## src/design/rfpd_pkg.sv

```systemverilog
`default_nettype none

package rfpd_pkg;

   localparam int unsigned PULSE_W   = 16;
   localparam int unsigned STAMP_W   = 32;
   localparam int unsigned CODE_W    = 24;
   localparam int unsigned MATCH_W   = 8;
   localparam int unsigned CSR_IDX_W = 3;
   localparam int unsigned CSR_DAT_W = 32;

   // Frame layout: 3 bytes of 8 bits, then a 4-bit guard for HT6P20
   localparam logic [2:0] BIT_LAST    = 3'd7;
   localparam logic [1:0] BYTE_LAST   = 2'd2;
   localparam logic [2:0] GUARD_LAST  = 3'd3;
   localparam logic [3:0] GUARD_MARK  = 4'd5;

   localparam logic KIND_EV1527 = 1'b0;
   localparam logic KIND_HT6P20 = 1'b1;

   // Reset values of the registers
   localparam logic [15:0] SYNC_MIN_RST        = 16'd6000;
   localparam logic [15:0] SYNC_MAX_RST        = 16'd16000;
   localparam logic [15:0] BIT_MIN_RST         = 16'd800;
   localparam logic [15:0] BIT_MAX_RST         = 16'd2000;
   localparam logic [7:0]  CONFIRM_COUNT_RST   = 8'd2;
   localparam logic [31:0] RELEASE_TIMEOUT_RST = 32'd200;

   typedef enum logic [CSR_IDX_W-1:0] {
      CSR_SYNC_MIN        = 3'd0,
      CSR_SYNC_MAX        = 3'd1,
      CSR_BIT_MIN         = 3'd2,
      CSR_BIT_MAX         = 3'd3,
      CSR_CONFIRM_COUNT   = 3'd4,
      CSR_RELEASE_TIMEOUT = 3'd5
   } csr_index_type;

   typedef enum logic [1:0] {
      EV_WAIT_SYNC = 2'd0,
      EV_DATA      = 2'd1,
      EV_CLOSE     = 2'd2
   } ev_phase_type;

   typedef enum logic [1:0] {
      HT_WAIT_PILOT = 2'd0,
      HT_DATA       = 2'd1,
      HT_GUARD      = 2'd2,
      HT_CLOSE      = 2'd3
   } ht_phase_type;

   typedef struct packed {
      logic [PULSE_W-1:0] sync_min;
      logic [PULSE_W-1:0] sync_max;
      logic [PULSE_W-1:0] bit_min;
      logic [PULSE_W-1:0] bit_max;
      logic [MATCH_W-1:0] confirm_count;
      logic [STAMP_W-1:0] release_timeout;
   } cfg_type;

   typedef struct packed {
      logic              valid;
      logic [CODE_W-1:0] code;
      logic              kind;
   } frame_type;

endpackage

`default_nettype wire

```

## src/design/rfpd_if.sv

```systemverilog
`default_nettype none

interface rfpd_req_if;
   logic                         valid;
   logic                         ready;
   logic                         rising_edge;
   logic [rfpd_pkg::PULSE_W-1:0] pulse_time;
   logic [rfpd_pkg::STAMP_W-1:0] now;

   modport source (output valid, rising_edge, pulse_time, now, input ready);
   modport sink   (input valid, rising_edge, pulse_time, now, output ready);
endinterface

interface rfpd_rsp_if;
   logic                        valid;
   logic                        ready;
   logic [rfpd_pkg::CODE_W-1:0] remote_code;
   logic                        remote_kind;

   modport source (output valid, remote_code, remote_kind, input ready);
   modport sink   (input valid, remote_code, remote_kind, output ready);
endinterface

`default_nettype wire

```

## src/design/rfpd_frame_dec.sv

```systemverilog
`default_nettype none

module rfpd_frame_dec (
   input  wire logic                         clock,
   input  wire logic                         reset,
   input  wire logic                         fire,
   input  wire logic                         rising_edge,
   input  wire logic [rfpd_pkg::PULSE_W-1:0] pulse_time,
   input  wire rfpd_pkg::cfg_type            cfg,
   output rfpd_pkg::frame_type               frame
);

   logic [rfpd_pkg::PULSE_W-1:0] high_time_ff, high_time_in;
   logic [rfpd_pkg::PULSE_W-1:0] low_time_ff, low_time_in;
   logic [rfpd_pkg::PULSE_W:0]   period_sum;
   logic [rfpd_pkg::PULSE_W-1:0] period;
   logic                         sync_ok, bit_ok, high_wins, low_wins;
   logic                         ev_fire, ht_fire;

   rfpd_pkg::ev_phase_type      ev_phase_ff, ev_phase_in;
   logic [2:0]                  ev_bits_ff, ev_bits_in;
   logic [1:0]                  ev_bytes_ff, ev_bytes_in;
   logic [rfpd_pkg::CODE_W-1:0] ev_shift_ff, ev_shift_in;

   rfpd_pkg::ht_phase_type      ht_phase_ff, ht_phase_in;
   logic [2:0]                  ht_bits_ff, ht_bits_in;
   logic [1:0]                  ht_bytes_ff, ht_bytes_in;
   logic [rfpd_pkg::CODE_W-1:0] ht_shift_ff, ht_shift_in;
   logic [3:0]                  ht_guard_ff, ht_guard_in;

   assign ev_fire = fire && rising_edge;
   assign ht_fire = fire && !rising_edge;

   // Phase timing: a rising edge ends a low phase, a falling edge a high phase
   assign high_time_in = ht_fire ? pulse_time : high_time_ff;
   assign low_time_in  = ev_fire ? pulse_time : low_time_ff;
   assign period_sum   = {1'b0, high_time_in} + {1'b0, low_time_in};
   assign period       = period_sum[rfpd_pkg::PULSE_W-1:0];
   assign sync_ok      = (period >= cfg.sync_min) && (period <= cfg.sync_max);
   assign bit_ok       = (period >= cfg.bit_min) && (period <= cfg.bit_max);
   assign high_wins    = high_time_in > low_time_in;
   assign low_wins     = low_time_in > high_time_in;

   // EV1527 next phase
   always_comb begin
      ev_phase_in = ev_phase_ff;
      if (ev_fire) begin
         unique case (ev_phase_ff)
            rfpd_pkg::EV_WAIT_SYNC: begin
               if (sync_ok) ev_phase_in = rfpd_pkg::EV_DATA;
            end
            rfpd_pkg::EV_DATA: begin
               if (!bit_ok)
                  ev_phase_in = rfpd_pkg::EV_WAIT_SYNC;
               else if (ev_bits_ff == rfpd_pkg::BIT_LAST && ev_bytes_ff == rfpd_pkg::BYTE_LAST)
                  ev_phase_in = rfpd_pkg::EV_CLOSE;
            end
            rfpd_pkg::EV_CLOSE: begin
               ev_phase_in = sync_ok ? rfpd_pkg::EV_DATA : rfpd_pkg::EV_WAIT_SYNC;
            end
            default: ev_phase_in = rfpd_pkg::EV_WAIT_SYNC;
         endcase
      end
   end

   // HT6P20 next phase
   always_comb begin
      ht_phase_in = ht_phase_ff;
      if (ht_fire) begin
         unique case (ht_phase_ff)
            rfpd_pkg::HT_WAIT_PILOT: begin
               if (sync_ok) ht_phase_in = rfpd_pkg::HT_DATA;
            end
            rfpd_pkg::HT_DATA: begin
               if (!bit_ok)
                  ht_phase_in = rfpd_pkg::HT_WAIT_PILOT;
               else if (ht_bits_ff == rfpd_pkg::BIT_LAST && ht_bytes_ff == rfpd_pkg::BYTE_LAST)
                  ht_phase_in = rfpd_pkg::HT_GUARD;
            end
            rfpd_pkg::HT_GUARD: begin
               if (!bit_ok)
                  ht_phase_in = rfpd_pkg::HT_WAIT_PILOT;
               else if (ht_bits_ff == rfpd_pkg::GUARD_LAST)
                  ht_phase_in = ({ht_guard_ff[2:0], low_wins} == rfpd_pkg::GUARD_MARK) ?
                                rfpd_pkg::HT_CLOSE : rfpd_pkg::HT_WAIT_PILOT;
            end
            rfpd_pkg::HT_CLOSE: begin
               ht_phase_in = sync_ok ? rfpd_pkg::HT_DATA : rfpd_pkg::HT_WAIT_PILOT;
            end
            default: ht_phase_in = rfpd_pkg::HT_WAIT_PILOT;
         endcase
      end
   end

   // Shift registers, counters and frame output
   always_comb begin
      ev_bits_in  = ev_bits_ff;
      ev_bytes_in = ev_bytes_ff;
      ev_shift_in = ev_shift_ff;
      ht_bits_in  = ht_bits_ff;
      ht_bytes_in = ht_bytes_ff;
      ht_shift_in = ht_shift_ff;
      ht_guard_in = ht_guard_ff;
      frame       = '{valid: 1'b0, code: '0, kind: rfpd_pkg::KIND_EV1527};

      if (ev_fire) begin
         unique case (ev_phase_ff)
            rfpd_pkg::EV_WAIT_SYNC: begin
               if (sync_ok) begin
                  ev_bits_in  = '0;
                  ev_bytes_in = '0;
                  ev_shift_in = '0;
               end
            end
            rfpd_pkg::EV_DATA: begin
               if (bit_ok) begin
                  ev_shift_in = {ev_shift_ff[rfpd_pkg::CODE_W-2:0], high_wins};
                  ev_bits_in  = ev_bits_ff + 3'd1;
                  if (ev_bits_ff == rfpd_pkg::BIT_LAST) ev_bytes_in = ev_bytes_ff + 2'd1;
               end
            end
            default: begin
               if (sync_ok) begin
                  frame       = '{valid: 1'b1, code: ev_shift_ff, kind: rfpd_pkg::KIND_EV1527};
                  ev_bits_in  = '0;
                  ev_bytes_in = '0;
                  ev_shift_in = '0;
               end
            end
         endcase
      end

      if (ht_fire) begin
         unique case (ht_phase_ff)
            rfpd_pkg::HT_WAIT_PILOT: begin
               if (sync_ok) begin
                  ht_bits_in  = '0;
                  ht_bytes_in = '0;
                  ht_shift_in = '0;
                  ht_guard_in = '0;
               end
            end
            rfpd_pkg::HT_DATA: begin
               if (bit_ok) begin
                  ht_shift_in = {ht_shift_ff[rfpd_pkg::CODE_W-2:0], low_wins};
                  ht_bits_in  = ht_bits_ff + 3'd1;
                  if (ht_bits_ff == rfpd_pkg::BIT_LAST) ht_bytes_in = ht_bytes_ff + 2'd1;
               end
            end
            rfpd_pkg::HT_GUARD: begin
               if (bit_ok) begin
                  ht_guard_in = {ht_guard_ff[2:0], low_wins};
                  ht_bits_in  = ht_bits_ff + 3'd1;
               end
            end
            rfpd_pkg::HT_CLOSE: begin
               if (sync_ok) begin
                  frame       = '{valid: 1'b1, code: ht_shift_ff, kind: rfpd_pkg::KIND_HT6P20};
                  ht_bits_in  = '0;
                  ht_bytes_in = '0;
                  ht_shift_in = '0;
               end
            end
            default: ;
         endcase
      end
   end

   always_ff @(posedge clock) begin
      if (reset) begin
         high_time_ff <= '0;
         low_time_ff  <= '0;
         ev_phase_ff  <= rfpd_pkg::EV_WAIT_SYNC;
         ev_bits_ff   <= '0;
         ev_bytes_ff  <= '0;
         ev_shift_ff  <= '0;
         ht_phase_ff  <= rfpd_pkg::HT_WAIT_PILOT;
         ht_bits_ff   <= '0;
         ht_bytes_ff  <= '0;
         ht_shift_ff  <= '0;
         ht_guard_ff  <= '0;
      end else begin
         high_time_ff <= high_time_in;
         low_time_ff  <= low_time_in;
         ev_phase_ff  <= ev_phase_in;
         ev_bits_ff   <= ev_bits_in;
         ev_bytes_ff  <= ev_bytes_in;
         ev_shift_ff  <= ev_shift_in;
         ht_phase_ff  <= ht_phase_in;
         ht_bits_ff   <= ht_bits_in;
         ht_bytes_ff  <= ht_bytes_in;
         ht_shift_ff  <= ht_shift_in;
         ht_guard_ff  <= ht_guard_in;
      end
   end

endmodule

`default_nettype wire

```

## src/design/rfpd_confirm.sv

```systemverilog
`default_nettype none

module rfpd_confirm (
   input  wire logic                         clock,
   input  wire logic                         reset,
   input  wire rfpd_pkg::frame_type          frame,
   input  wire logic [rfpd_pkg::STAMP_W-1:0] now,
   input  wire rfpd_pkg::cfg_type            cfg,
   output rfpd_pkg::frame_type               report
);

   logic [rfpd_pkg::CODE_W-1:0]  held_code_ff, held_code_in;
   logic                         held_kind_ff, held_kind_in;
   logic [rfpd_pkg::MATCH_W-1:0] match_count_ff, match_count_in;
   logic [rfpd_pkg::STAMP_W-1:0] deadline_ff, deadline_in;
   logic [rfpd_pkg::STAMP_W:0]   deadline_sum;
   logic [rfpd_pkg::STAMP_W-1:0] deadline_new;
   logic                         same_code, extended;

   assign deadline_sum = {1'b0, now} + {1'b0, cfg.release_timeout};
   assign deadline_new = deadline_sum[rfpd_pkg::STAMP_W-1:0];
   assign same_code    = (frame.kind == held_kind_ff) && (frame.code == held_code_ff);

   always_comb begin
      held_code_in   = held_code_ff;
      held_kind_in   = held_kind_ff;
      match_count_in = match_count_ff;
      deadline_in    = deadline_ff;
      extended       = 1'b0;
      report         = '{valid: 1'b0, code: frame.code, kind: frame.kind};

      if (frame.valid) begin
         held_code_in = frame.code;
         held_kind_in = frame.kind;
         if (!same_code) begin
            match_count_in = '0;
            deadline_in    = '0;
         end else if (deadline_ff != '0) begin
            if (now < deadline_ff) begin
               // still held: push the release time out, no report
               deadline_in = deadline_new;
               extended    = 1'b1;
            end else begin
               deadline_in    = '0;
               match_count_in = '0;
            end
         end else begin
            match_count_in = match_count_ff + 8'd1;
         end

         if (!extended && match_count_in >= cfg.confirm_count) begin
            report.valid   = 1'b1;
            deadline_in    = deadline_new;
            match_count_in = '0;
         end
      end
   end

   always_ff @(posedge clock) begin
      if (reset) begin
         held_code_ff   <= '0;
         held_kind_ff   <= rfpd_pkg::KIND_EV1527;
         match_count_ff <= '0;
         deadline_ff    <= '0;
      end else begin
         held_code_ff   <= held_code_in;
         held_kind_ff   <= held_kind_in;
         match_count_ff <= match_count_in;
         deadline_ff    <= deadline_in;
      end
   end

endmodule

`default_nettype wire

```

## src/design/rf_remote_pulse_decoder_top.sv

```systemverilog
// Flow: a transfer on req is held in the input stage and decoded when that stage fires, and a
//   code that it completes is registered in the result stage that drives rsp.
// Throughput: one edge item per cycle; a stalled rsp holds one item in the input stage.
// Reset (synchronous, active high): clears both frame decoders, the confirmer and the
//   handshake flags, and loads the register defaults; no clearing pass is needed.
`default_nettype none

module rf_remote_pulse_decoder_top (
   input  wire logic                           clock,
   input  wire logic                           reset,
   rfpd_req_if.sink                            req_ch,
   rfpd_rsp_if.source                          rsp_ch,
   input  wire logic                           csr_we,
   input  wire logic [rfpd_pkg::CSR_IDX_W-1:0] csr_index,
   input  wire logic [rfpd_pkg::CSR_DAT_W-1:0] csr_wdata
);

   // Configuration registers
   rfpd_pkg::cfg_type cfg_ff, cfg_in;

   // Input stage: one edge item waiting to be decoded
   logic                         in_valid_ff, in_valid_in;
   logic                         in_rising_ff;
   logic [rfpd_pkg::PULSE_W-1:0] in_pulse_ff;
   logic [rfpd_pkg::STAMP_W-1:0] in_now_ff;

   // Result stage
   logic                        rsp_valid_ff, rsp_valid_in;
   logic [rfpd_pkg::CODE_W-1:0] rsp_code_ff;
   logic                        rsp_kind_ff;

   logic                advance, fire, take_req;
   rfpd_pkg::frame_type frame, report;

   // Advance the pipe whenever the result register is free or being emptied.
   assign advance  = !rsp_valid_ff || rsp_ch.ready;
   assign fire     = in_valid_ff && advance;
   assign take_req = !in_valid_ff || advance;

   assign req_ch.ready       = take_req;
   assign rsp_ch.valid       = rsp_valid_ff;
   assign rsp_ch.remote_code = rsp_code_ff;
   assign rsp_ch.remote_kind = rsp_kind_ff;

   // Register writes: upper data bits drop for narrow registers, unknown indices do nothing
   always_comb begin
      cfg_in = cfg_ff;
      if (csr_we) begin
         unique case (csr_index)
            rfpd_pkg::CSR_SYNC_MIN:        cfg_in.sync_min        = csr_wdata[15:0];
            rfpd_pkg::CSR_SYNC_MAX:        cfg_in.sync_max        = csr_wdata[15:0];
            rfpd_pkg::CSR_BIT_MIN:         cfg_in.bit_min         = csr_wdata[15:0];
            rfpd_pkg::CSR_BIT_MAX:         cfg_in.bit_max         = csr_wdata[15:0];
            rfpd_pkg::CSR_CONFIRM_COUNT:   cfg_in.confirm_count   = csr_wdata[7:0];
            rfpd_pkg::CSR_RELEASE_TIMEOUT: cfg_in.release_timeout = csr_wdata;
            default: ;
         endcase
      end
   end

   // Hold the input stage while the result side stalls; refill on each transfer.
   assign in_valid_in  = take_req ? req_ch.valid : in_valid_ff;
   // Load a result only when the confirmer reports; drop the flag when it is taken.
   assign rsp_valid_in = advance ? report.valid : rsp_valid_ff;

   always_ff @(posedge clock) begin
      if (reset) begin
         cfg_ff       <= '{sync_min:        rfpd_pkg::SYNC_MIN_RST,
                           sync_max:        rfpd_pkg::SYNC_MAX_RST,
                           bit_min:         rfpd_pkg::BIT_MIN_RST,
                           bit_max:         rfpd_pkg::BIT_MAX_RST,
                           confirm_count:   rfpd_pkg::CONFIRM_COUNT_RST,
                           release_timeout: rfpd_pkg::RELEASE_TIMEOUT_RST};
         in_valid_ff  <= 1'b0;
         rsp_valid_ff <= 1'b0;
      end else begin
         cfg_ff       <= cfg_in;
         in_valid_ff  <= in_valid_in;
         rsp_valid_ff <= rsp_valid_in;
      end
   end

   always_ff @(posedge clock) begin
      if (take_req && req_ch.valid) begin
         in_rising_ff <= req_ch.rising_edge;
         in_pulse_ff  <= req_ch.pulse_time;
         in_now_ff    <= req_ch.now;
      end
      if (advance && report.valid) begin
         rsp_code_ff <= report.code;
         rsp_kind_ff <= report.kind;
      end
   end

   // Edge timing and the two frame decoders
   rfpd_frame_dec u_frame_dec (
      .clock       (clock),
      .reset       (reset),
      .fire        (fire),
      .rising_edge (in_rising_ff),
      .pulse_time  (in_pulse_ff),
      .cfg         (cfg_ff),
      .frame       (frame)
   );

   // Repeat matching and release hold
   rfpd_confirm u_confirm (
      .clock  (clock),
      .reset  (reset),
      .frame  (frame),
      .now    (in_now_ff),
      .cfg    (cfg_ff),
      .report (report)
   );

endmodule

`default_nettype wire

```

## src/flat_wrapper.sv

```systemverilog
// flat-port wrapper written by rule: the top's interface ports become plain ports
module rf_remote_pulse_decoder_top_flat 
  (clock, reset, csr_we, csr_index, csr_wdata, req_ch_valid, req_ch_rising_edge, req_ch_pulse_time, req_ch_now, req_ch_ready, rsp_ch_valid, rsp_ch_remote_code, rsp_ch_remote_kind, rsp_ch_ready);
  rfpd_req_if req_ch_i ();
  rfpd_rsp_if rsp_ch_i ();
  input  wire logic clock;
  input  wire logic reset;
  input  wire logic csr_we;
  input  wire logic [rfpd_pkg::CSR_IDX_W-1:0] csr_index;
  input  wire logic [rfpd_pkg::CSR_DAT_W-1:0] csr_wdata;
  input wire logic [$bits(req_ch_i.valid)-1:0] req_ch_valid;
  input wire logic [$bits(req_ch_i.rising_edge)-1:0] req_ch_rising_edge;
  input wire logic [$bits(req_ch_i.pulse_time)-1:0] req_ch_pulse_time;
  input wire logic [$bits(req_ch_i.now)-1:0] req_ch_now;
  output wire logic [$bits(req_ch_i.ready)-1:0] req_ch_ready;
  output wire logic [$bits(rsp_ch_i.valid)-1:0] rsp_ch_valid;
  output wire logic [$bits(rsp_ch_i.remote_code)-1:0] rsp_ch_remote_code;
  output wire logic [$bits(rsp_ch_i.remote_kind)-1:0] rsp_ch_remote_kind;
  input wire logic [$bits(rsp_ch_i.ready)-1:0] rsp_ch_ready;
  assign req_ch_i.valid = req_ch_valid;
  assign req_ch_i.rising_edge = req_ch_rising_edge;
  assign req_ch_i.pulse_time = req_ch_pulse_time;
  assign req_ch_i.now = req_ch_now;
  assign req_ch_ready = req_ch_i.ready;
  assign rsp_ch_valid = rsp_ch_i.valid;
  assign rsp_ch_remote_code = rsp_ch_i.remote_code;
  assign rsp_ch_remote_kind = rsp_ch_i.remote_kind;
  assign rsp_ch_i.ready = rsp_ch_ready;
  rf_remote_pulse_decoder_top u_core (.clock(clock), .reset(reset), .req_ch(req_ch_i), .rsp_ch(rsp_ch_i), .csr_we(csr_we), .csr_index(csr_index), .csr_wdata(csr_wdata));
endmodule
```

## config.mk

```make
export PLATFORM = sky130hd
export DESIGN_NAME = rf_remote_pulse_decoder_top_flat
export DESIGN_NICKNAME = d
export VERILOG_FILES = /design/src/design/rfpd_pkg.sv /design/src/design/rfpd_if.sv /design/src/design/rfpd_frame_dec.sv /design/src/design/rfpd_confirm.sv /design/src/design/rf_remote_pulse_decoder_top.sv /design/src/flat_wrapper.sv
export SDC_FILE = /design/constraint.sdc
export NUM_CORES = 1
export LEC_CHECK = 0
export ABC_AREA = 0
export ABC_CLOCK_PERIOD_IN_PS = 32600
export BUFFER_PORTS_ARGS = -buffer_cell sky130_fd_sc_hd__buf_2
export CELL_PAD_IN_SITES_DETAIL_PLACEMENT = 1
export CELL_PAD_IN_SITES_GLOBAL_PLACEMENT = 1
export CORE_MARGIN = 4
export CORE_UTILIZATION = 51
export DETAILED_ROUTE_END_ITERATION = 16
export PLACE_DENSITY = 0.89
export RECOVER_POWER = 25
export SYNTH_ARGS = -nofsm -noshare
export SYNTH_HDL_FRONTEND = slang
export SYNTH_SLANG_ARGS = --single-unit
```

## constraint.sdc

```tcl
create_clock -name clock -period 32.6 [get_ports clock]
set_clock_uncertainty 0.15 [all_clocks]
set_input_delay 3.26 -clock clock [delete_from_list [all_inputs] [get_ports clock]]
set_output_delay 3.26 -clock clock [all_outputs]
set_load 0.005 [all_outputs]
```

* Word-level counts from Yosys, hierarchy flattened *
Index checks and enable logic that the tools add are counted.

word-level totals
  output and inout bits = 27
  register bits = 342
  logic and storage cells = 170
  bits of input ports = 89

operators by class
  order comparisons = 8
  $add $sub $neg = 7
  reductions and logical operators = 42
  eq/ne operators = 31
  muxes and demuxes = 54

operators with widths
  kind                  count
  $mux W26              6
  $mux W32              4
  $mux W24              4
  $pmux W24 S2          1
  $mux W8               5
  $add A32 B32 Y32      1
  $ge A16 B16 Y1        2
  $gt A16 B16 Y1        2
  $le A16 B16 Y1        2
  $lt A32 B32 Y1        1
  $mux W16              2
  $reduce_bool A32 Y1   1
  $mux W2               14
  $eq A24 B24 Y1        1
  $mux W3               6
  $add A16 B16 Y16      1
  $reduce_and A4 Y1     4
  $ne A2 B2 Y1 const B  7
  $reduce_and A2 Y1     7
  $eq A3 B3 Y1 const B  4
  $pmux W3 S2           2
  $logic_and A1 B1 Y1   11
  $eq A2 B2 Y1 const B  5
  $eq A3 B2 Y1 const B  3
  23 further kinds      46

* Longest topological paths before layout *
  word-level depth = 23
  mapped depth = 43
  depth with buffers taken out = 38

* Hierarchy *
Synthesis repeated with hierarchy kept, for this count alone.

unflattened totals
  cell total of the unflattened synthesis = 2045
  area total of the unflattened synthesis = 19402.4 um2

modules (own cells, without submodules)
  module                       instances  cells an instance  area each (um2)  seq. area each (um2)
  rfpd_frame_dec               1          814                6946.7           1941.9
  rf_remote_pulse_decoder_top  1          480                6523.8           4344.2
  rfpd_confirm                 1          751                5931.9           1301.2

* Least setup slack after synthesis *
Ideal clock, no wire load.

  path type = input port to flip-flop
  from = in rsp_ch_ready
  to = reg u_core.rsp_code_ff (netlist bit u_core.rsp_ch.remote_code[0]), enable pin
  data required time = 32002 ps
  path buffers = 4
  setup slack = 19383 ps
  stages = 37
  library setup time = 448 ps
  arrival = 12619 ps
  cells stage by stage = nand2b_1 -> nand2_1 -> nor2_1 -> buf_1 -> clkbuf_1 -> mux2i_1 -> inv_1 -> ha_1 -> inv_1 -> o21ba_2 -> nor3b_1 -> o41ai_1 -> o211ai_1 -> a31oi_1 -> o21bai_1 -> a21oi_1 -> xor2_1 -> ha_1 -> nand4_1 -> or4_4 -> or3_1 -> buf_6 -> a221oi_1 -> xnor2_1 -> o221ai_2 -> nor3_1 -> buf_2 -> nand2_1 -> ha_1 -> nand2b_1 -> a21o_1 -> a21o_1 -> a21oi_1 -> nor2b_1 -> o21ai_0 -> a211oi_1 -> a21boi_0

RTL lines
  item                    RTL line                           RTL
  start: declaration      flat_wrapper.sv:19                 input wire logic [$bits(rsp_ch_i.ready)-1:0] rsp_ch_ready;
  end signal: assignment  rf_remote_pulse_decoder_top.sv:90  rsp_code_ff <= report.code;
  end: declaration        rf_remote_pulse_decoder_top.sv:29  logic [rfpd_pkg::CODE_W-1:0] rsp_code_ff;

* Final worst setup path *
  from = in rsp_ch_ready
  to = reg u_core.u_confirm.deadline_ff[2] in the netlist's numbering

on the way
  word-level cells in the longest chain between the ends = 21
  elaborated cells on any way between the ends = 30
  those cells by class = 1 x add/sub; 3 x order compare; 3 x eq/ne; 14 x mux; 9 x reduce/logical

ends and longest elaborated chain
  item                                              RTL line                           RTL
  $logic_or A1 B1 Y1 *                              rf_remote_pulse_decoder_top.sv:36  assign advance = !rsp_valid_ff || rsp_ch.ready;
  $logic_and A1 B1 Y1 *                             rf_remote_pulse_decoder_top.sv:37  assign fire = in_valid_ff && advance;
  $logic_and A1 B1 Y1 *                             rfpd_frame_dec.sv:31               assign ev_fire = fire && rising_edge;
  $mux W16 *                                        rfpd_frame_dec.sv:36               assign low_time_in = ev_fire ? pulse_time : low_time_ff;
  net u_core.u_frame_dec.low_time_in, one bit       rfpd_frame_dec.sv:14               logic [rfpd_pkg::PULSE_W-1:0] low_time_ff, low_time_in;
  $add A16 B16 Y16 *                                rfpd_frame_dec.sv:37               assign period_sum = {1'b0, high_time_in} + {1'b0, low_time_in};
  $ge A16 B16 Y1 or $le A16 B16 Y1 (tied branches)  rfpd_frame_dec.sv:39               assign sync_ok = (period >= cfg.sync_min) && (period <= cfg.sync_max);
  $logic_and A1 B1 Y1 *                             rfpd_frame_dec.sv:39
  (+6 left out)                                     --
  $eq A24 B24 Y1                                    rfpd_confirm.sv:22                 assign same_code = (frame.kind == held_kind_ff) && (frame.code == held_code_ff);
  $logic_and A1 B1 Y1                               rfpd_confirm.sv:22
  $mux W8 or $mux W1 (tied branches)                rfpd_confirm.sv:35                 if (!same_code) begin
  $mux W8 or $mux W1 (tied branches)                rfpd_confirm.sv:32                 if (frame.valid) begin
  $ge A8 B8 Y1 or $logic_not A1 Y1 (tied branches)  rfpd_confirm.sv:51                 if (!extended && match_count_in >= cfg.confirm_count) begin
  $logic_and A1 B1 Y1                               rfpd_confirm.sv:51
  $ne A3 B1 Y1 (no line)                            --
  $reduce_and A2 Y1 (no line)                       --
  end signal: assignment                            rfpd_confirm.sv:69                 deadline_ff <= deadline_in;
  end: declaration                                  rfpd_confirm.sv:15                 logic [rfpd_pkg::STAMP_W-1:0] deadline_ff, deadline_in;

Mark *: on every way through the listed nets, which the timed path passes. The rest lies on a longest branch. The select of a mux whose other input is x is not followed.
A chain may end at the register's enable or synchronous reset.

==> flow_metrics.tcl <==
set metrics [dict create \
    final_antenna_net_count 0 \
    holdPathStages 2 \
    setup_viol_count_final 0 \
    critPathRequiredTime_ns 32.95 \
    async_flop_share 0 \
    drc 0 \
    hp-start "u_core.cfg_ff[53]$_SDFFE_PP0P_" \
    crit_buf_inv 3 \
    yosys.cell_count.top_type "nand2_1" \
    dp.final_hpwl_um 40600 \
    ys_types 73 \
    min_to "u_core.cfg_ff[53]$_SDFFE_PP0P_" \
    critPathLaunchType "input pin" \
    synthTopCellsByArea "dfxtp_1, ha_1, edfxtp_1" \
    rsz0062_at_grt "no" \
    clockBufferDepth 3 \
    grt_pass1_vias 17300 \
    io_pins 116 \
    postSynthCellCount 2076 \
    path_clk_slew_ns 0.06 \
    synth_area_leader_cell "dfxtp_1" \
    wl_per_cell_um 21.6 \
    syn_to_final_growth_pct 11.4 \
    grt_pass1_wl_um 91800 \
    p_leak_nw 8.23 \
    grt_max_degree 129 \
    rows 69 \
    core_area_um2 35600 \
    p_per_area_nw_per_um2 50.0 \
    first_pass_iters 5 \
    cp-end-kind "flip-flop" \
    nFillCells 4186 \
    final_nets 2422 \
    final_cells 2642 \
    drtIter0Drc 1191 \
    multi_input_area_um2 9840 \
    ys_top_cells_by_count "nand2_1, dfxtp_1, a21oi_1" \
    synth-seq-cells 342 \
    synth-main-ff-cell "dfxtp_1" \
    synth_nets 2346 \
    synth.top_cell.area_share 0.292 \
    routed_via_density 6.13 \
    peakVddDrop_uv 44.1 \
    grt_usage 0.289 \
    cpMaxStageDelayCell "o41ai_1" \
    critPathTopFamily "compound AO/OA/AOI/OAI gates" \
    place_congestion 0.899 \
    n_antenna_cell 0 \
    ys_seq_area_frac 0.413 \
    initial_core_util 0.516 \
    worst_slew_pin_slew_ns 1.28 \
    total_power_mw 1.02 \
    vias 16200 \
    whs_ns 0.306 \
    cpPeakStageDelay_ns 0.81 \
    hold_class "reg -> reg" \
    maxSlewHeadroom 0.140 \
    fmaxAchievable_ghz 0.0773 \
    avgSynthCellArea_um2 8.84 \
    htree_levels 2 \
    synth_area_um2 18400 \
    worstSkewPairLatency_ns 0.57 \
    cts_buffers 39 \
    drive_gt1_frac 0.0949 \
    fp.dieH_um 198 \
    die_area_um2 39100 \
    critPathMaxFanout 32 \
    status "completed" \
    cts_setup_buffers 0 \
    port_buffers 115 \
    setup_tns_ns 0 \
    postCtsHoldBufs 0 \
    critical_path_class "in -> reg" \
    rrSetupSlack_ns 21.97 \
    cts_tree "yes" \
    gr-total-overflow 0 \
    clock_sinks 342 \
    routed_wl_um 57200 \
    critPathMostFrequentCell "a21oi_1" \
    hold_violations 0 \
    critPathArrivalTime_ns 13.29 \
    dieWidth_um 198 \
    timing.final.crit_share 0.397 \
    root_buffer "clkbuf_16" \
    antenna_found_initial 4 \
    dpl.cell_count 2572 \
    reg2reg_to "u_core.u_confirm.deadline_ff[2]$_SDFFE_PP0P_" \
    ys_warn_count 0 \
    seqCellArea_um2 7590 \
    slew_viol_final 0 \
    rr_startpoint "u_core.in_rising_ff$_DFFE_PP_" \
    cts_resized 0 \
    reg2reg_depth 35 \
    finalCriticalPeriod_ns 12.93 \
    drv_cap 0 \
    synth_edf_count 74 \
]
==> cell usage in the layout (no fill, tap or decap), types with 25 or more instances in the layout <==
cell type	count
a21o_1	32
a21oi_1	226
a22o_1	44
a22oi_1	25
and2_1	34
buf_2	94
clkbuf_1	36
clkbuf_16	40
dfxtp_1	268
edfxtp_1	74
ha_1	180
inv_1	142
nand2_1	273
nand3_1	86
nand4_1	41
nor2_1	125
o211ai_1	37
o21ai_0	49
xnor2_1	34
==> worst register-to-register path: cells and delay by family (launching register included) <==
family | cells | cell delay, ns
xor gates and xnor gates | 1 | 0.40
buffers and inverters | 2 | 0.28
AOI/OAI and AO/OA | 17 | 5.21
DFF | 1 | 0.48
and+or+nand+nor | 11 | 2.84
muxes | 1 | 0.42
adders and majority gates | 3 | 0.79
==> routing by layer <==
layer | up-vias | track usage | part of all wire
li1 | 7566 | - | -
met1 | 7982 | 0.362 | 0.42
met2 | 465 | 0.500 | 0.49
met3 | 171 | 0.0441 | 0.051
met4 | 8 | 0.120 | 0.041
met5 | - | 0 | 0.0011
==> worst max path at each step <==
stage | start | endpoint | depth (start not counted)
floorplan | rsp_ch_ready | u_core.rsp_ch.remote_code[0]$_DFFE_PP_ | 37
global placement | rsp_ch_ready | u_core.u_confirm.deadline_ff[4]$_SDFFE_PP0P_ | 36
detailed placement | rsp_ch_ready | u_core.u_confirm.deadline_ff[2]$_SDFFE_PP0P_ | 35
CTS | rsp_ch_ready | u_core.u_confirm.deadline_ff[19]$_SDFFE_PP0P_ | 36
global route | rsp_ch_ready | u_core.u_confirm.deadline_ff[26]$_SDFFE_PP0P_ | 38
finish | rsp_ch_ready | u_core.u_confirm.deadline_ff[2]$_SDFFE_PP0P_ | 36
==> cell type report <==
cell class | count | area share
clock buffer | 64 | 0.0573
clock inverter | 6 | 0.00251
inverter | 143 | 0.0262
multi-input combinational | 1494 | 0.481
sequential | 342 | 0.371
tap | 461 | 0.0282
timing repair buffer | 132 | 0.0335
==> state kept, by name, indices dropped and copies added, names as in the netlist, 24 cells and up <==
signal                          count
u_core.u_frame_dec.ev_shift_ff     24
u_core.u_confirm.deadline_ff       32
u_core.u_confirm.held_code_ff      24
u_core.rsp_ch.remote_code          24
u_core.in_now_ff                   32
u_core.u_frame_dec.ht_shift_ff     24
u_core.cfg_ff                     104
==> power by group <==
group          internal, mW  switching, mW  total, mW
Combinational        0.0499         0.0989      0.149
Sequential            0.443        0.00702      0.450
Clock                 0.245          0.178      0.424
==> kinds of logic after synthesis <==
logic type,count (synthesis),synth area share
DFF,342,0.413
buffers and inverters,240,0.0519
muxes,39,0.0224
and+or+nand+nor,698,0.180
adders and majority gates,181,0.124
xor gates and xnor gates,49,0.0234
AOI/OAI and AO/OA,527,0.185
==> stage by stage <==
step	setup slack, ns	utilization	instance area [um^2]
2_1_floorplan	19.38	-	18400
3_3_place_gp	19.63	0.541	19300
3_5_place_dp	19.26	0.541	19300
4_1_cts	19.75	0.576	20500
5_1_grt	18.90	0.575	20400
6_report	19.67	0.575	20400
Power figures use the tool's default switching activity.
